===== config.mk =====
export PLATFORM = sky130hd
export DESIGN_NAME = xtea_round_stage
export DESIGN_NICKNAME = d
export VERILOG_FILES = /design/src/hw/rtl/xtea_pkg.sv /design/src/hw/rtl/xtea_round_stage.sv
export SDC_FILE = /design/constraint.sdc
export NUM_CORES = 1
export LEC_CHECK = 0
export BUFFER_PORTS_ARGS = -buffer_cell sky130_fd_sc_hd__buf_2
export CAP_MARGIN = 10
export CELL_PAD_IN_SITES_DETAIL_PLACEMENT = 1
export CELL_PAD_IN_SITES_GLOBAL_PLACEMENT = 1
export CORE_ASPECT_RATIO = 0.6
export CORE_MARGIN = 10
export CORE_UTILIZATION = 25
export CTS_CLUSTER_DIAMETER = 60
export DETAILED_ROUTE_END_ITERATION = 10
export GPL_ROUTABILITY_DRIVEN = 0
export GPL_TIMING_DRIVEN = 0
export MAX_ROUTING_LAYER = met4
export PLACE_DENSITY = 0.64
export SETUP_SLACK_MARGIN = 0.4
export SKIP_LAST_GASP = 1
export SLEW_MARGIN = 30
export SYNTH_ARGS = -nofsm -noshare
export SYNTH_HDL_FRONTEND = slang
export SYNTH_SLANG_ARGS = --single-unit
export TNS_END_PERCENT = 100

===== constraint.sdc =====
create_clock -name clock -period 16 [get_ports clock]
set_input_delay 0.8 -clock clock [delete_from_list [all_inputs] [get_ports clock]]
set_output_delay 0.8 -clock clock [all_outputs]
set_load 0.005 [all_outputs]

===== src/hw/rtl/xtea_pkg.sv =====
// Shared types, constants and round helpers for the XTEA block cipher.
// Depends on nothing; every other file in hw/rtl imports it.
package xtea_pkg;

   localparam int unsigned NUM_CYCLES_DEF = 32;
   localparam int unsigned WORD_W         = 32;
   localparam int unsigned CSR_ADDR_W     = 4;
   localparam int unsigned CSR_DATA_W     = 32;
   localparam logic [WORD_W-1:0] DELTA    = 32'h9E37_79B9;

   typedef enum logic {
      ACT_ENCRYPT = 1'b0,
      ACT_DECRYPT = 1'b1
   } action_type;

   typedef enum logic [1:0] {
      REG_KEY_WORD0 = 2'd0,
      REG_KEY_WORD1 = 2'd1,
      REG_KEY_WORD2 = 2'd2,
      REG_KEY_WORD3 = 2'd3
   } reg_index_type;

   typedef struct packed {
      action_type        action;
      logic [WORD_W-1:0] block_left;
      logic [WORD_W-1:0] block_right;
   } req_type;

   typedef struct packed {
      logic [WORD_W-1:0] out_left;
      logic [WORD_W-1:0] out_right;
   } rsp_type;

   // block in flight between two pipeline stages
   typedef struct packed {
      action_type        action;
      logic [WORD_W-1:0] left;
      logic [WORD_W-1:0] right;
   } lane_type;

   typedef logic [3:0][WORD_W-1:0] key_type;

   function automatic logic [WORD_W-1:0] mix_word(logic [WORD_W-1:0] v);
      return ((v << 4) ^ (v >> 5)) + v;
   endfunction

   // running sum after k additions of DELTA, modulo 2^32
   function automatic logic [WORD_W-1:0] sum_after(int unsigned k);
      logic [WORD_W-1:0] kk;
      kk = WORD_W'(k);
      return WORD_W'(DELTA * kk);
   endfunction

endpackage


===== src/hw/rtl/xtea_round_stage.sv =====
// One pipeline stage of the XTEA datapath: a single Feistel half-round.
// Depends on xtea_pkg; instantiated 2*NUM_CYCLES times by the top level.
module xtea_round_stage #(
   parameter int unsigned STAGE      = 0,
   parameter int unsigned NUM_CYCLES = xtea_pkg::NUM_CYCLES_DEF
) (
   input  logic               clock,
   input  logic               reset,
   input  logic               in_valid,
   input  xtea_pkg::lane_type in_lane,
   input  xtea_pkg::key_type  key,
   output logic               out_valid,
   output xtea_pkg::lane_type out_lane
);
   import xtea_pkg::*;

   localparam int unsigned ROUND = STAGE / 2;
   localparam int unsigned HALF  = STAGE % 2;
   // encrypt walks the sum up from zero, decrypt walks it down from the top
   localparam logic [WORD_W-1:0] ENC_SUM =
      (HALF == 0) ? sum_after(ROUND) : sum_after(ROUND + 1);
   localparam logic [WORD_W-1:0] DEC_SUM =
      (HALF == 0) ? sum_after(NUM_CYCLES - ROUND) : sum_after(NUM_CYCLES - ROUND - 1);
   localparam logic ENC_LEFT = (HALF == 0);

   logic              is_dec;
   logic              upd_left;
   logic [WORD_W-1:0] sum;
   logic [1:0]        key_idx;
   logic [WORD_W-1:0] src_word, dst_word, f_word, new_word;

   logic     valid_ff, valid_in;
   lane_type lane_ff, lane_in;

   always_comb begin
      is_dec   = (in_lane.action == ACT_DECRYPT);
      upd_left = is_dec ? !ENC_LEFT : ENC_LEFT;
      sum      = is_dec ? DEC_SUM : ENC_SUM;
      key_idx  = upd_left ? sum[1:0] : sum[12:11];
      src_word = upd_left ? in_lane.right : in_lane.left;
      dst_word = upd_left ? in_lane.left : in_lane.right;
      f_word   = mix_word(src_word) ^ (sum + key[key_idx]);
      new_word = is_dec ? (dst_word - f_word) : (dst_word + f_word);

      lane_in        = in_lane;
      if (upd_left) begin
         lane_in.left = new_word;
      end else begin
         lane_in.right = new_word;
      end
      valid_in = in_valid;
   end

   always_ff @(posedge clock) begin
      if (reset) begin
         valid_ff <= 1'b0;
      end else begin
         valid_ff <= valid_in;
      end
      lane_ff <= lane_in;
   end

   assign out_valid = valid_ff;
   assign out_lane  = lane_ff;

   a_valid_follows: assert property (@(posedge clock) disable iff (reset)
      valid_ff == $past(in_valid && !reset))
      else $error("stage valid lost or invented");

   a_action_kept: assert property (@(posedge clock) disable iff (reset)
      valid_ff |-> lane_ff.action == $past(in_lane.action))
      else $error("action bit changed in stage");

   a_other_half_kept: assert property (@(posedge clock) disable iff (reset)
      valid_ff |-> ($past(upd_left) ? lane_ff.right == $past(in_lane.right)
                                    : lane_ff.left == $past(in_lane.left)))
      else $error("untouched half of block changed");

endmodule


==> flow_metrics.env, run 1 <==
export IMPL_drive_above_1_share_pct=23.77
export IMPL_synth_compound_area_share_pct=24.54
export IMPL_grt_pass1_vias=8941
export IMPL_power_w=0.001632
export IMPL_crit_top_cell="nand2_1"
export IMPL_die_y_um=162
export IMPL_fin_crit_sh_pct=61.30
export IMPL_cap_violations=0
export IMPL_cts_tree="built"
export IMPL_ir_drop_mv=0.07104
export IMPL_row_count=51
export IMPL_multiInputGateArea_um2=6810
export IMPL_postSynthAreaPerCell_um2=8.040
export IMPL_netlist_area_um2=8402
export IMPL_p_per_area_nw_per_um2=159.4
export IMPL_worstMarginPinSlew_ps=941.9
export IMPL_post_cts_buffers=0
export IMPL_grt_total_usage_pct=17.28
export IMPL_hold_start="reset"
export IMPL_grt_first_pass_wirelength_um=54320
export IMPL_hold_path_end="out_valid"
export IMPL_die_x_um=256.7
export IMPL_finalHoldViolCount=0
export IMPL_overflow=0
export IMPL_routed_wl_um=36330
export IMPL_synth_top_cell_area_share_pct=15.73
export IMPL_synth_area_leaders="dfxtp_1 (16%), ha_1 (12%), xnor2_1 (11%)"
export IMPL_ios=262
export IMPL_finalMaxSlewViolations=0
export IMPL_worstSetupStartpointType="input pin"
export IMPL_clk_pin_slew_ps=60
export IMPL_worstPathArrival_ps=10050
export IMPL_worstHoldPathType="in2reg"
export IMPL_htree_levels=3
export IMPL_dp_hpwl_um=31020
export IMPL_rsz0062_at_grt="no"
export IMPL_async_flop_share_pct=0
export IMPL_fmax_mhz=102.0
export IMPL_wire_per_inst_um=21.26
export IMPL_cts_inserted_buffers=9
export IMPL_yosysWarnings=0
export IMPL_synthAdderAreaFrac_pct=12.54
export IMPL_first_pass_iters=5
export IMPL_ys_ff_latch=66
export IMPL_netlist_top_cells_count="xnor2_1 (104), nand2_1 (93), ha_1 (81)"
export IMPL_yosysTopAreaCell="dfxtp_1"
export IMPL_crit_type="in2reg"
export IMPL_end_kind="register"
export IMPL_cts_sinks=66
export IMPL_drtAntennaViolNets=0
export IMPL_drt_iter0_markers=422
export IMPL_cts_hold_repair_buffers=0
export IMPL_synth_most_common_cell="xnor2_1"
export IMPL_max_stage_delay_ps=710
export IMPL_final_nets=1532
export IMPL_synth_top_family_by_area="compound AO/OA/AOI/OAI gates"
export IMPL_syn_nets=1324
export IMPL_yosys_cell_types_count=79
export IMPL_register_area_um2=1321
export IMPL_synth_main_ff_cell="dfxtp_1"
export IMPL_syn_inst=1045
export IMPL_synthMuxAreaShare_pct=9.456
export IMPL_finalCriticalPeriod_ps=9808
export IMPL_worstPathRequired_ps=16240
export IMPL_final_setup_tns_ps=0
export IMPL_synth_xor_area_share_pct=17.53
export IMPL_vias=8659
export IMPL_max_slew_margin_pct=35.58
export IMPL_ys_seq_area_share_pct=15.73
export IMPL_cts_resized=0
export IMPL_drc=0
export IMPL_synth_edf_count=0
export IMPL_grt_max_degree=19
export IMPL_status="finished, final reports clean"
export IMPL_leakage_nw=4.615
export IMPL_area_growth_pct=21.83
export IMPL_finalSetupViolations=0
export IMPL_critical_path_slowest_cell="buf_1"
export IMPL_yosys_area_share_simple_pct=16.99
export IMPL_core_area_um2=32800
export IMPL_cts_buffer_depth=2
export IMPL_vias_per_cell=5.067
export IMPL_start_util_pct=25.62
export IMPL_portBuffers=197
export IMPL_cts_root_buf="clkbuf_16"
export IMPL_final_fill_count=4042
export IMPL_critical_path_peak_fanout=18
export IMPL_dieArea_um2=41580
export IMPL_antenna_found_initial=0
export IMPL_hold_depth=2
-- through the flow --
| stage | setup slack [ps] | instance area, µm² | hold slack (ps) | utilization (%) | cells |
|---|---|---|---|---|---|
| global placement | 5816 | 9951 | 955.2 | 30.34 | 1692 |
| CTS | 6135 | 10230 | 594.1 | 31.20 | 1708 |
| floorplan | 8732 | 8402 | 827.7 | - | 1045 |
| detailed placement | 5798 | 9951 | 961.1 | 30.34 | 1692 |
| finish | 6192 | 10240 | 604.9 | 31.21 | 1709 |
| global route | 5520 | 10230 | 593.4 | 31.20 | 1708 |
-- critical path, delay by kind of cell --
family | cells | cell delay [ps]
simple gates | 11 | 2360
compound gates | 9 | 2080
fa+ha+maj | 2 | 760
buf+inv | 7 | 3240
xor+xnor | 3 | 760
-- how the worst max path moves through the flow --
stage	from	to	slack, ps	cells after the start
final	in_lane[64]	out_lane[31]	6190	32
after global routing	in_lane[64]	out_lane[31]	5520	32
after CTS	in_lane[64]	out_lane[31]	6130	32
after detailed placement	in_lane[64]	out_lane[31]	5800	32
after global placement	in_lane[64]	out_lane[63]	5820	32
after floorplan	in_lane[64]	out_lane[31]	8730	29
-- sequential cells by signal, indices dropped and copies added, names as in the netlist --
name,count
out_lane,65
out_valid,1
-- final cells by class --
cell class,count,area share (%)
diodes,1,0.02445
plain buffers,31,1.210
clock buffers,12,2.506
clock inverters,4,0.2567
inverters,39,1.430
multi-input cells,909,66.53
flip-flops and latches,66,12.91
well taps,450,5.501
repair buffers,197,9.632
-- cell usage in the layout, fill, tap and decap left out, types with 7 or more instances in the layout --
cell type,n
o211ai_1,8
a31oi_1,18
nand2b_1,16
buf_2,200
or2_2,7
nor2b_1,24
nand3_1,23
ha_1,81
xor2_1,52
o21bai_1,28
nand2_1,93
a21oi_1,76
o21ai_0,74
inv_1,39
o21a_1,9
dfxtp_1,66
clkbuf_16,9
mux2i_1,13
xnor2_1,104
a21o_1,42
mux2_2,57
clkbuf_1,25
nor2_1,49
nor3_1,15
-- per-layer routing --
metal  share of wire, %  vias to the layer above  GRT usage (%)
li1                   -                     4206              -
met1                 53                     4197          24.94
met2                 40                      227          24.63
met3                5.5                       29          2.971
met4                1.2                        0          3.322
met5                  0                        -              -
-- logic make-up after synthesis --
group	count (synthesis)
AO/OA/AOI/OAI	314
flip-flops	66
multiplexers	71
adder cells (fa/ha/maj)	83
AND/OR/NAND/NOR	280
buffers and inverters	70
XOR/XNOR	161
-- where the power goes --
| group | switching (W) | internal [W] |
|---|---|---|
| Sequential | 0.0000191 | 0.000249 |
| Clock | 0.0000780 | 0.000113 |
| Combinational | 0.000702 | 0.000471 |
Note: power is estimated with default switching activity, not from simulation.
==> run 2, diff against run 1 <==
--- a/config.mk
+++ b/config.mk
@@ -17,7 +17,7 @@
 export GPL_ROUTABILITY_DRIVEN = 0
 export GPL_TIMING_DRIVEN = 0
 export MAX_ROUTING_LAYER = met4
-export PLACE_DENSITY = 0.64
+export PLACE_DENSITY = 0.66
 export SETUP_SLACK_MARGIN = 0.4
 export SKIP_LAST_GASP = 1
 export SLEW_MARGIN = 30
==> constraint.sdc (replaced) <==
create_clock -name clock -period 8.59 [get_ports clock]
set_input_delay 0.4295 -clock clock [delete_from_list [all_inputs] [get_ports clock]]
set_output_delay 0.4295 -clock clock [all_outputs]
set_load 0.005 [all_outputs]
==> run 2 against run 1 <==
Hold slack lost 380 ps. Die area is the same. Via count grew 0.64%. Critical path depth shrank 4. Clock-buffer cell count shrank 3. Non-clock buffer count grew 1. Combinational power grew 89%. Cell area grew 1.6%. Utilization grew 0.49 points. Global-route usage is essentially flat. Critical path type unchanged. Critical endpoint is now out_lane[63]. Largest cell class unchanged.
==> flow_metrics.env, run 2 (synthesized netlist as in run 1, its figures left out) <==
export IMPL_status="finished, final reports clean"
export IMPL_cts_sinks=66
export IMPL_worstMarginPinSlew_ps=989.8
export IMPL_worstHoldPathType="in2reg"
export IMPL_die_x_um=256.7
export IMPL_switching_power_w=0.001504
export IMPL_area_growth_pct=23.75
export IMPL_post_place_cells=1692
export IMPL_vias=8714
export IMPL_grt_max_degree=19
export IMPL_grtUsageMet3_pct=2.089
export IMPL_final_nets=1533
export IMPL_p_comb_share_pct=70.2
export IMPL_clockPowerShare_pct=13.9
export IMPL_cts_hold_repair_buffers=0
export IMPL_die_y_um=162
export IMPL_leakage_nw=4.716
export IMPL_end_kind="register"
export IMPL_grt_pass1_vias=9131
export IMPL_crit_type="in2reg"
export IMPL_core_area_um2=32800
export IMPL_max_stage_delay_ps=760
export IMPL_busiest_layer="met2"
export IMPL_worstPathArrival_ps=8080
export IMPL_finalCriticalPeriod_ps=7814
export IMPL_first_pass_iters=5
export IMPL_clk_pin_slew_ps=60
export IMPL_vias_per_cell=5.093
export IMPL_grt_use_met2_pct=25.01
export IMPL_dieArea_um2=41580
export IMPL_dp_hpwl_um=30970
export IMPL_wire_per_inst_um=21.35
export IMPL_cp_num_buf_inv=7
export IMPL_cts_root_buf="clkbuf_16"
export IMPL_routed_wl_um=36530
export IMPL_rsz0062_at_grt="no"
export IMPL_grt_total_usage_pct=17.31
export IMPL_cts_inserted_buffers=9
export IMPL_grt_first_pass_wirelength_um=54980
export IMPL_finalNonFillerCells=1711
export IMPL_cp_top_family="simple AND/OR/NAND/NOR gates"
export IMPL_grt_use_met1_pct=24.96
export IMPL_row_count=51
export IMPL_finalHoldViolCount=0
export IMPL_crit_top_cell="clkbuf_4"
export IMPL_overflow=0
export IMPL_fin_crit_sh_pct=90.96
export IMPL_finalMaxSlewViolations=0
export IMPL_finalSetupViolations=0
export IMPL_htree_levels=3
export IMPL_cap_violations=0
export IMPL_final_util_pct=31.70
export IMPL_drtAntennaViolNets=0
export IMPL_switching_share_pct=47.88
export IMPL_max_slew_margin_pct=34.01
export IMPL_drt_iter0_markers=442
export IMPL_final_setup_tns_ps=0
export IMPL_critical_path_slowest_cell="clkbuf_1"
export IMPL_drc=0
export IMPL_worstSetupStartpointType="input pin"
export IMPL_final_cell_mix="buf_2 (197), xnor2_1 (100), nand2_1 (93)"
export IMPL_largest_reg_flops=65
export IMPL_antenna_found_initial=2
export IMPL_fmax_mhz=128.0
export IMPL_cts_buffer_depth=2
export IMPL_critical_path_peak_fanout=18
export IMPL_portBuffers=197
export IMPL_start_util_pct=25.62
export IMPL_cts_tree="built"
export IMPL_final_common_cell="buf_2"
export IMPL_drive_above_1_share_pct=25.34
export IMPL_ir_drop_mv=0.1315
export IMPL_internal_power_w=0.001638
export IMPL_ios=262
export IMPL_worstPathRequired_ps=8860
export IMPL_seq_power_share_pct=15.9
export IMPL_p_per_area_nw_per_um2=302.2
[run 2: area by class of cell]
type	count	area, µm²
well taps	450	563.0
repair buffers	198	996.0
fillers	4047	22400
inverters	39	146.4
clock inverters	7	117.6
clock buffers	9	225.2
multi-input cells	909	6859
diodes	2	5.005
plain buffers	31	163.9
flip-flops and latches	66	1321
[run 2: what timing repair did]
action,CTS,global route
resized for setup,16,18
setup buffers,0,1
endpoints found under the setup margin,38,19
hold endpoints to repair,0,0
pin swaps,0,1
[run 2: power groups by stage]
| stage | clock network (W) | logic [W] | registers (W) |
|---|---|---|---|
| finish | 0.000437 | 0.00221 | 0.000499 |
| CTS | 0.000441 | 0.00217 | 0.000502 |
| global placement | 0 | 0.00209 | 0.000502 |
| global route | 0.000454 | 0.00242 | 0.000514 |
| detailed placement | 0 | 0.00215 | 0.000508 |
| floorplan | 0 | 0.00144 | 0.000528 |
[run 2: stage by stage]
stage          worst slack (ps)  instance area, µm²  hold WS [ps]  power (W)
6_report                  776.3               10400         227.9   0.003142
5_1_grt                   416.7               10400         232.0   0.003388
4_1_cts                   409.0               10330         227.1   0.003118
3_5_place_dp              -1249                9951         596.4   0.002655
3_3_place_gp              -1143                9951         583.6   0.002594
2_1_floorplan              1693                8402         457.2   0.001971
[run 2: path summary, 6_finish.rpt]
check | start | to | slack [ps] | cells after the start
worst min-delay path | reset | out_valid | 230 | 2
worst max-delay path | in_lane[64] | out_lane[63] | 780 | 28
[run 2: per-layer routing]
| metal | share of wire, % | up-vias |
|---|---|---|
| met5 | 0 | - |
| met4 | 1.4 | 0 |
| met3 | 4.4 | 28 |
| met2 | 41 | 240 |
| met1 | 53 | 4229 |
| li1 | - | 4217 |
