==> src/hw/rtl/xtea_pkg.sv <==
// Shared types, constants and round helpers for the XTEA block cipher.
// Depends on nothing; every other file in hw/rtl imports it.
package xtea_pkg;

   localparam int unsigned NUM_CYCLES_DEF = 32;
   localparam int unsigned WORD_W         = 32;
   localparam int unsigned CSR_ADDR_W     = 4;
   localparam int unsigned CSR_DATA_W     = 32;
   localparam logic [WORD_W-1:0] DELTA    = 32'h9E37_79B9;

   typedef enum logic {
      ACT_ENCRYPT = 1'b0,
      ACT_DECRYPT = 1'b1
   } action_type;

   typedef enum logic [1:0] {
      REG_KEY_WORD0 = 2'd0,
      REG_KEY_WORD1 = 2'd1,
      REG_KEY_WORD2 = 2'd2,
      REG_KEY_WORD3 = 2'd3
   } reg_index_type;

   typedef struct packed {
      action_type        action;
      logic [WORD_W-1:0] block_left;
      logic [WORD_W-1:0] block_right;
   } req_type;

   typedef struct packed {
      logic [WORD_W-1:0] out_left;
      logic [WORD_W-1:0] out_right;
   } rsp_type;

   // block in flight between two pipeline stages
   typedef struct packed {
      action_type        action;
      logic [WORD_W-1:0] left;
      logic [WORD_W-1:0] right;
   } lane_type;

   typedef logic [3:0][WORD_W-1:0] key_type;

   function automatic logic [WORD_W-1:0] mix_word(logic [WORD_W-1:0] v);
      return ((v << 4) ^ (v >> 5)) + v;
   endfunction

   // running sum after k additions of DELTA, modulo 2^32
   function automatic logic [WORD_W-1:0] sum_after(int unsigned k);
      logic [WORD_W-1:0] kk;
      kk = WORD_W'(k);
      return WORD_W'(DELTA * kk);
   endfunction

endpackage

==> src/hw/rtl/xtea_csr.sv <==
// APB-style key register file: four 32-bit key words, reset to zero.
// Depends on xtea_pkg.
module xtea_csr (
   input  logic                             clock,
   input  logic                             reset,
   input  logic                             psel,
   input  logic                             penable,
   input  logic                             pwrite,
   input  logic [xtea_pkg::CSR_ADDR_W-1:0]  paddr,
   input  logic [xtea_pkg::CSR_DATA_W-1:0]  pwdata,
   output logic [xtea_pkg::CSR_DATA_W-1:0]  prdata,
   output logic                             pready,
   output xtea_pkg::key_type                key
);
   import xtea_pkg::*;

   key_type       key_ff, key_in;
   reg_index_type reg_idx;
   logic          wr_en;

   assign pready  = 1'b1;
   assign reg_idx = reg_index_type'(paddr[3:2]);
   assign wr_en   = psel && penable && pwrite;

   always_comb begin
      key_in = key_ff;
      if (wr_en) begin
         unique case (reg_idx)
            REG_KEY_WORD0: key_in[0] = pwdata;
            REG_KEY_WORD1: key_in[1] = pwdata;
            REG_KEY_WORD2: key_in[2] = pwdata;
            REG_KEY_WORD3: key_in[3] = pwdata;
            default:       key_in = key_ff;
         endcase
      end
   end

   always_ff @(posedge clock) begin
      if (reset) begin
         key_ff <= '0;
      end else begin
         key_ff <= key_in;
      end
   end

   assign prdata = key_ff[reg_idx];
   assign key    = key_ff;

   a_write_lands: assert property (@(posedge clock) disable iff (reset)
      wr_en |=> key_ff[$past(paddr[3:2])] == $past(pwdata))
      else $error("key write not stored");

endmodule

==> config.mk <==
export PLATFORM = sky130hd
export DESIGN_NAME = xtea_csr
export DESIGN_NICKNAME = d
export VERILOG_FILES = /design/src/hw/rtl/xtea_pkg.sv /design/src/hw/rtl/xtea_csr.sv
export SDC_FILE = /design/constraint.sdc
export NUM_CORES = 1
export LEC_CHECK = 0
export BUFFER_PORTS_ARGS = -buffer_cell sky130_fd_sc_hd__clkbuf_2
export CAP_MARGIN = 10
export CORE_ASPECT_RATIO = 1.25
export CORE_MARGIN = 5
export CORE_UTILIZATION = 30
export CTS_BUF_LIST = sky130_fd_sc_hd__clkbuf_4 sky130_fd_sc_hd__clkbuf_8
export DETAILED_ROUTE_END_ITERATION = 8
export HOLD_SLACK_MARGIN = 0.06
export SYNTH_ARGS = -nofsm -noshare
export SYNTH_HDL_FRONTEND = slang
export SYNTH_SLANG_ARGS = --single-unit
==> constraint.sdc <==
create_clock -name clock -period 3.7 [get_ports clock]
set_input_delay 0.37 -clock clock [delete_from_list [all_inputs] [get_ports clock]]
set_output_delay 0.37 -clock clock [all_outputs]
set_load 0.05 [all_outputs]
==> flow_summary_export.csv, run 1 <==
group,metric,value,unit
outcome,outcome,"finished clean",
yosys,yosys.cell_types.count,18,
setup_path,r2r_setup_slack,2.90,ns
routing,ant_nets,0,
floorplanning,die_height,166.7,um
yosys,synthesis.instances,535,
cts,numCtsBuffers,17,
setup_path,worstPathCellList,"buf_4 > buf_4 > mux4_2 > clkbuf_2",
timing,fin_crit,2.317,ns
global_route,antenna_found_initial,0,
setup_path,crit_fanout,34,
timing,slew_headroom,23.75,%
yosys,yosys_warnings,0,
routing,firstDrtPassIters,4,
global_route,grt_usage,14.89,%
layout,syn_to_final_growth,27.34,%
global_route,grt_overflow,0,
yosys,synthMuxAreaShare,28.55,%
setup_path,path_class,"input pin to output port",
power,vdd_drop_max,194.1,uV
cts,ctsResizeCount,0,
global_route,grt_pass1_wl,26570,um
setup_path,critPathLaunchType,"input pin",
yosys,yosysMostFrequentCell,"nand2b_1",
yosys,synth_xor_area_share,0,%
cts,clkSinkCount,128,
global_route,grt_max_degree,82,
layout,instances_no_fill,992,
min_path,holdPathStages,3,
floorplanning,die_w,135.3,um
yosys,yosysTopAreaCell,"dfxtp_1",
power,leakagePower,3.552,nW
setup_path,cp.required,3.33,ns
setup_path,arrival,1.95,ns
setup_path,reg2reg_to,"key[58]",
yosys,synth_ff_type,"dfxtp_1",
layout,n_fill_cell,1946,
cts,clock_path_buffers,2,
min_path,hold_path.class,"input pin to flip-flop",
yosys,syn_avg_cell_area,11.01,sq um
layout,fin_nets,755,
timing,setup_viol,0,
timing,rsz0062_at_grt,"false",
routing,drc_errors,0,
timing,layout_worst_path_cycle_share,62.63,%
timing,setup_tns,0,ns
placed_design,place_inst,960,
cts,insertion_delay,0.42,ns
setup_path,r2r_cells,3,
placed_design,place_ws,1.233,ns
setup_path,end_kind,"output port",
timing,final_hold_viol_count,0,
global_route,first_global_vias,4642,
cts,clkSlewWorstSetupHoldPaths,0.08,ns
timing,fmax,0.4315,GHz
yosys,seq_area_frac_synth,43.51,%
yosys,synth.cell_area,5889,sq um
routing,dr_total_vias,4539,
floorplanning,die-area,22550,sq um
yosys,synth_top_cell_area_share,43.51,%
timing,slew_violations,0,
cts,cts_tree,"done",
routing,routed_wl,16620,um
yosys,synth-simple-area-share,17.89,%
yosys,syn_nets,576,
layout,n_antenna_cell,0,
timing,setup_ws,1.383,ns
yosys,synth-compound-area-share,5.439,%
min_path,holdPathEnd,"key[90]",
cts,root_buffer,"clkbuf_8",
setup_path,cpMostUsedCell,"buf_4",
yosys,synth_common_cells,"nand2b_1 (129), dfxtp_1 (128), mux2i_1 (96), o21ai_0 (54)",
yosys,synth_seq_cells,128,
yosys,synth.area.top_cells,"dfxtp_1 (44%), mux2i_1 (16%), nand2b_1 (14%), mux4_2 (12%), o21ai_0 (4.6%)",
layout,drive_gt1_share,37.83,%
yosys,synthAdderAreaFrac,0,%
yosys,synth-edff-count,0,
floorplanning,initial_core_util,30.36,%
setup_path,startpoint,"paddr[3]",
yosys,synthArstFlopShare,0,%
layout,largest_reg_flops,128,
placed_design,port_buffers,198,
yosys,synth_top_family_by_area,"multiplexers",
cts,cts_hold_buf,0,
cts,h-tree-depth,4,
routing,wl_per_cell,16.76,um
setup_path,worstReg2RegStart,"key[58]",
min_path,min_from,"pwdata[26]",
floorplanning,num_rows,57,
timing,finClkSkew,0,ns
routing,drt_iter0_markers,204,
placed_design,routabilityCongestion,0.7226,
placed_design,dp_hpwl,11070,um
routing,vias_per_cell,4.576,
setup_path,crit_slowest_cell,"buf_4",
floorplanning,coreArea,19400,sq um
floorplanning,ios,202,
power,p_per_area,413.5,nW/um^2
cts,postCtsSetupBuffers,0,
setup_path,crit_path_max_incr_delay,0.50,ns
timing,worst_pin_slew,1.144,ns
run,cap_violations,0,
[per-stage QoR]
stage	utilization, %	instance area, sq um	hold WS (ns)	total power, W
final	38.66	7500	0.2664	0.003101
after global routing	38.66	7500	0.2307	0.003240
after CTS	38.66	7500	0.2174	0.003154
after detailed placement	36.26	7033	0.4792	0.001735
after global placement	36.26	7033	0.4765	0.001735
after floorplan	-	5889	0.5855	0.001654
[cell type report]
| type | count | area [sq um] | share of cell area, % |
|---|---|---|---|
| repair buffers | 206 | 1069 | 14.25 |
| clock buffers | 19 | 255.2 | 3.403 |
| clock inverters | 13 | 211.5 | 2.819 |
| flip-flops and latches | 128 | 2562 | 34.17 |
| inverters | 1 | 3.754 | 0.05005 |
| well taps | 265 | 331.6 | 4.421 |
| multi-input cells | 360 | 3067 | 40.89 |
[cell families (layout without fill, tap and decap cells)]
logic type	count (synthesis)	count (layout)
flip-flops	128	128
other	1	1
multiplexers	128	128
AO/OA/AOI/OAI	64	64
AND/OR/NAND/NOR	167	167
buffers and inverters	47	239
[critical path, delay by kind of cell]
| kind | cells | cell delay [ns] |
|---|---|---|
| muxes | 1 | 0.39 |
| buffers and inverters | 3 | 1.17 |
[worst max path at each step]
| stage | slack (ns) | endpoint |
|---|---|---|
| 2_1_floorplan | 1.85 | prdata[21] |
| 3_3_place_gp | 1.25 | key[52] |
| 3_5_place_dp | 1.23 | key[44] |
| 4_1_cts | 1.32 | prdata[6] |
| 5_1_grt | 1.27 | prdata[6] |
| 6_report | 1.38 | prdata[6] |
[cell usage in the layout, fill, tap and decap left out, types with 2 or more instances in the layout]
master and n:
o21ai_1 10, clkbuf_8 18, mux2i_1 96, clkbuf_2 196
nand2b_1 129, nor2b_1 32, clkinv_2 2, buf_4 9
clkinv_4 5, bufinv_16 5, mux4_2 32, dfxtp_1 128
o21ai_0 54
[routing by layer]
| metal | up-vias | part of all wire [%] | wire length, um | global-route usage [%] |
|---|---|---|---|---|
| met5 | - | 0 | 0 | 0 |
| met3 | 11 | 5.6 | 927 | 3.832 |
| met1 | 2186 | 44 | 7281 | 19.09 |
| met4 | 0 | 1.1 | 179 | 4.472 |
| li1 | 2202 | - | - | - |
| met2 | 140 | 50 | 8233 | 24.61 |
[power by group]
group / switching [W] / internal (W) / total [W]
registers: 0.0000143 / 0.00139 / 0.00141
logic: 0.000192 / 0.0000961 / 0.000288
clock network: 0.000573 / 0.000831 / 0.00140
No activity file was read; power rests on OpenSTA's default activity.
==> inputs of run 2 (changes only) <==
==> constraint.sdc (replaced) <==
create_clock -name clock -period 2.27 [get_ports clock]
set_input_delay 0.227 -clock clock [delete_from_list [all_inputs] [get_ports clock]]
set_output_delay 0.227 -clock clock [all_outputs]
set_load 0.05 [all_outputs]
==> run 2 against run 1 <==
  * Critical path depth unchanged
  * Combinational power up 66%
  * Largest cell class unchanged
  * Die area unchanged
  * Via count up 0.46%
  * Clock skew unchanged
  * Cell count up 0.60%
  * Clock-buffer cell count unchanged
==> flow_summary_export.csv, run 2 (synthesis gave the netlist of run 1 again) <==
group,metric,value,unit
outcome,outcome,"finished clean",
routing,wl_per_cell,16.36,um
layout,fin_nets,761,
cts,root_buffer,"clkbuf_8",
floorplanning,die_w,135.3,um
cts,numCtsBuffers,17,
floorplanning,ios,202,
cts,clkSlewWorstSetupHoldPaths,0.08,ns
routing,wl_met3,931,um
global_route,grt_usage,14.53,%
cts,postCtsSetupBuffers,0,
placed_design,place_inst,966,
routing,drt_iter0_markers,176,
global_route,grt_pass1_wl,26100,um
layout,layout_commonest_cell,"clkbuf_2",
cts,ctsResizeCount,0,
timing,worst_pin_slew,0.7431,ns
timing,final_hold_viol_count,0,
routing,ant_nets,0,
setup_path,critPathLaunchType,"input pin",
cts,h-tree-depth,4,
routing,dr_total_vias,4560,
global_route,grt_overflow,0,
layout,syn_to_final_growth,27.60,%
power,power_frac_seq,48.5,%
setup_path,crit_fanout,35,
setup_path,end_kind,"output port",
setup_path,cp.required,2.04,ns
setup_path,reg2reg_to,"key[58]",
setup_path,r2r_setup_slack,1.48,ns
setup_path,arrival,1.57,ns
routing,routed_wl,16330,um
layout,utilization,38.74,%
power,intPower,0.003473,W
layout,drive_gt1_share,38.34,%
placed_design,port_buffers,198,
cts,insertion_delay,0.42,ns
placed_design,dp_hpwl,11340,um
layout,largest_reg_flops,128,
timing,layout_worst_path_cycle_share,79.38,%
timing,slew_violations,0,
placed_design,place_ws,0.4109,ns
setup_path,crit_slowest_cell,"buf_4",
floorplanning,die-area,22550,sq um
setup_path,r2r_cells,3,
timing,hold_slack,0.1256,ns
cts,clkSinkCount,128,
power,vdd_drop_max,370.3,uV
global_route,first_global_vias,4546,
power,pwr-share-clk,41.4,%
floorplanning,coreArea,19400,sq um
layout,instances_no_fill,998,
power,swShare,26.69,%
timing,setup_ws,0.4682,ns
setup_path,worstPathCellList,"buf_4 > buf_12 > mux4_2 > clkbuf_2",
floorplanning,num_rows,57,
timing,finClkSkew,0,ns
layout,n_antenna_cell,0,
global_route,antenna_found_initial,0,
routing,vias_per_cell,4.569,
timing,setup_viol,0,
cts,clock_path_buffers,2,
floorplanning,initial_core_util,30.36,%
timing,slew_headroom,50.46,%
layout,n_fill_cell,1990,
power,p_per_area,630.5,nW/um^2
power,switchingPower,0.001265,W
power,leakagePower,3.557,nW
timing,fmax,0.5550,GHz
min_path,hold_path.class,"input pin to flip-flop",
routing,drc_errors,0,
routing,highest_layer,"met4",
global_route,grt_max_degree,161,
floorplanning,die_height,166.7,um
setup_path,worstReg2RegStart,"key[58]",
setup_path,crit_path_max_incr_delay,0.43,ns
timing,fin_crit,1.802,ns
routing,wl_met2,7987,um
placed_design,routabilityCongestion,0.6965,
run,cap_violations,0,
cts,cts_hold_buf,0,
min_path,holdPathEnd,"key[71]",
min_path,holdPathStages,3,
cts,cts_tree,"done",
min_path,min_from,"pwdata[7]",
routing,firstDrtPassIters,4,
setup_path,path_class,"input pin to output port",
timing,setup_tns,0,ns
routing,wl_met1,7203,um
timing,rsz0062_at_grt,"false",
layout,final_cell_mix,"clkbuf_2 (196), nand2b_1 (129), dfxtp_1 (128), mux2i_1 (96), o21ai_0 (54)",
power,pwr-share-comb,10.1,%
run 2: cell count changes in the layout (fill, tap and decap cells not counted), moves of 2 or more:
cell,change
clkinvlp_4,+2
clkinv_2,+2
buf_12,+3
clkinv_4,-2
bufinv_16,-3
buf_4,+3
run 2: power groups by stage:
stage / logic [W] / registers [W] / clock network (W)
after global placement: 0.000486 / 0.00235 / 0
after global routing: 0.000512 / 0.00230 / 0.00215
after floorplan: 0.000251 / 0.00244 / 0
after CTS: 0.000487 / 0.00230 / 0.00204
final: 0.000479 / 0.00230 / 0.00196
after detailed placement: 0.000486 / 0.00235 / 0
run 2: how the worst max path moves through the flow:
stage               cells past startpoint    endpoint  slack [ns]      from
global route                            4   prdata[0]        0.38  paddr[3]
global placement                        5     key[84]        0.41  paddr[3]
detailed placement                      5     key[81]        0.41  paddr[3]
finish                                  4   prdata[0]        0.47  paddr[3]
floorplan                               4  prdata[21]        0.70  paddr[2]
CTS                                     4   prdata[0]        0.44  paddr[3]
run 2: layout make-up:
cell class / count / area (sq um) / share of cell area [%]
clock inverters: 13 / 137.6 / 1.832
multi-input cells: 360 / 3067 / 40.81
inverters: 1 / 3.754 / 0.04995
clock buffers: 19 / 261.5 / 3.480
repair buffers: 212 / 1151 / 15.32
well taps: 265 / 331.6 / 4.412
flip-flops and latches: 128 / 2562 / 34.10
run 2: critical path, delay by kind of cell:
kind     cells  cell delay (ns)
buf+inv      3             0.97
mux          1             0.34
run 2: stage by stage:
| stage | total power [W] | instance area (sq um) |
|---|---|---|
| final | 0.004738 | 7515 |
| after global routing | 0.004967 | 7515 |
| after detailed placement | 0.002835 | 7116 |
| after floorplan | 0.002695 | 5889 |
| after global placement | 0.002835 | 7116 |
| after CTS | 0.004820 | 7515 |
run 2: metal layers:
layer,vias up,GRT usage (%)
met4,0,4.296
met2,138,23.87
met1,2191,18.54
met3,11,4.104
met5,-,0
li1,2220,-
==> inputs of run 3 (changes only) <==
==> constraint.sdc (replaced) <==
create_clock -name clock -period 1.8 [get_ports clock]
set_input_delay 0.18 -clock clock [delete_from_list [all_inputs] [get_ports clock]]
set_output_delay 0.18 -clock clock [all_outputs]
set_load 0.05 [all_outputs]
==> run 3 against run 2 <==
  * Wire length increased by 1.8%
  * Combinational power increased by 39%
  * Hold slack got worse by 0.028 ns
  * Total power increased by 27%
  * Register-to-register slack got worse by 0.43 ns
  * Sequential power increased by 26%
  * Flip-flop and latch count unchanged
  * Critical path type is now flip-flop to output port
  * Critical endpoint unchanged
  * Largest power group unchanged
==> flow_summary_export.csv, run 3 (synthesis gave the netlist of run 1 again) <==
group,metric,value,unit
outcome,outcome,"finished clean",
routing,routed_wl,16620,um
cts,clock_path_buffers,2,
global_route,grt.busiest_layer,"met2",
layout,final_cell_mix,"clkbuf_2 (194), nand2b_1 (129), dfxtp_1 (128), mux2i_1 (96), o21ai_0 (54)",
floorplanning,ios,202,
setup_path,crit_path_max_incr_delay,0.50,ns
timing,setup_viol,0,
routing,wl_per_cell,16.21,um
timing,slew_violations,0,
global_route,first_global_vias,4727,
run,cap_violations,0,
setup_path,worstReg2RegStart,"key[45]",
power,vdd_drop_max,361.7,uV
floorplanning,initial_core_util,30.36,%
placed_design,dp_hpwl,11220,um
setup_path,cp.required,1.62,ns
cts,insertion_delay,0.42,ns
global_route,grt_overflow,0,
cts,postCtsSetupBuffers,0,
cts,numCtsBuffers,17,
global_route,met2_usage,25.04,%
cts,clkSlewWorstSetupHoldPaths,0.07,ns
layout,layout_commonest_cell,"clkbuf_2",
global_route,use_met1,18.66,%
timing,fin_crit,1.691,ns
cts,clkSinkCount,128,
setup_path,r2r_cells,3,
setup_path,arrival,1.51,ns
setup_path,worstPathCellList,"mux4_2 > clkbuf_2",
setup_path,crit_slowest_cell,"mux4_2",
timing,finClkSkew,0,ns
cts,ctsResizeCount,0,
cts,h-tree-depth,4,
layout,largest_reg_flops,128,
layout,instances_no_fill,1025,
cts,root_buffer,"clkbuf_8",
setup_path,critPathLaunchType,"flip-flop",
routing,drc_errors,0,
placed_design,routabilityCongestion,0.7047,
timing,layout_worst_path_cycle_share,93.94,%
floorplanning,die-area,22550,sq um
global_route,antenna_found_initial,0,
power,leakagePower,3.710,nW
floorplanning,die_height,166.7,um
setup_path,reg2reg_to,"key[45]",
routing,dr_total_vias,4658,
layout,syn_to_final_growth,33.89,%
routing,firstDrtPassIters,4,
global_route,grt_pass1_wl,26650,um
routing,drt_iter0_markers,159,
setup_path,startpoint,"key[96]",
setup_path,path_class,"flip-flop to output port",
cts,cts_hold_buf,25,
setup_path,crit_fanout,3,
global_route,use_met3,3.380,%
timing,fmax,0.5914,GHz
setup_path,end_kind,"output port",
layout,n_antenna_cell,0,
routing,vias_per_cell,4.544,
layout,drive_gt1_share,37.24,%
timing,setup_tns,0,ns
cts,cts_tree,"done",
timing,rsz0062_at_grt,"false",
floorplanning,die_w,135.3,um
min_path,hold_path.class,"input pin to flip-flop",
layout,fin_nets,788,
timing,final_hold_viol_count,0,
placed_design,port_buffers,198,
floorplanning,coreArea,19400,sq um
layout,n_fill_cell,1936,
global_route,grt_max_degree,84,
routing,ant_nets,0,
global_route,grt_usage,14.86,%
placed_design,place_inst,968,
floorplanning,num_rows,57,
power,p_per_area,765.3,nW/um^2
setup_path,crit_end,"prdata[0]",
setup_path,r2r_setup_slack,1.05,ns
timing,hold_slack,0.09729,ns
==> run 3: changes by cell type in the layout (fill, tap and decap cells not counted) <==
cell           delta
clkbuf_2          -2
buf_12            +8
buf_4             -4
dlygate4sd3_1    +25
==> run 3: cell type report <==
class / instances / area [sq um] / area share (%)
Clock inverter: 13 / 137.6 / 1.745
Inverter: 1 / 3.754 / 0.04760
Multi-Input combinational cell: 360 / 3067 / 38.89
Sequential cell: 128 / 2562 / 32.50
Clock buffer: 19 / 261.5 / 3.316
Tap cell: 265 / 331.6 / 4.205
Timing Repair Buffer: 239 / 1521 / 19.30
==> run 3: where the power goes <==
| part | switching, W | internal [W] |
|---|---|---|
| logic | 0.000407 | 0.000257 |
| registers | 0.0000297 | 0.00287 |
| clock network | 0.00117 | 0.00130 |
| total | 0.00161 | 0.00443 |
==> run 3: worst min-delay path by stage <==
| stage | start | to | slack, ns | cells after the start |
|---|---|---|---|---|
| floorplan | pwdata[20] | key[116] | 0.40 | 2 |
| global placement | key[3] | key[3] | 0.47 | 2 |
| detailed placement | key[15] | key[15] | 0.48 | 2 |
| CTS | pwdata[0] | key[64] | 0.06 | 3 |
| global route | pwdata[14] | key[110] | 0.07 | 3 |
| finish | pwdata[0] | key[64] | 0.1 | 3 |
==> run 3: stage by stage <==
stage | power, W | cell area [sq um] | utilization, % | setup WS, ns
finish | 0.006034 | 7885 | 40.65 | 0.1091
floorplan | 0.003399 | 5889 | - | 0.3252
global placement | 0.003590 | 7236 | 37.30 | 0.1232
CTS | 0.006155 | 7885 | 40.65 | 0.06101
detailed placement | 0.003591 | 7236 | 37.30 | 0.1214
global route | 0.006333 | 7885 | 40.65 | 0.03990
==> run 3: critical path: cells and delay by family (launching register included) <==
| kind | cells | cell delay, ns |
|---|---|---|
| buf+inv | 1 | 0.26 |
| flops | 1 | 0.33 |
| mux | 1 | 0.50 |
==> run 3: per-layer routing <==
| metal | wire length [um] | part of all wire [%] | vias to the layer above |
|---|---|---|---|
| li1 | - | - | 2271 |
| met1 | 7134 | 43 | 2243 |
| met2 | 8374 | 50 | 132 |
| met3 | 857 | 5.2 | 12 |
| met4 | 253 | 1.5 | 0 |
| met5 | 0 | 0 | - |
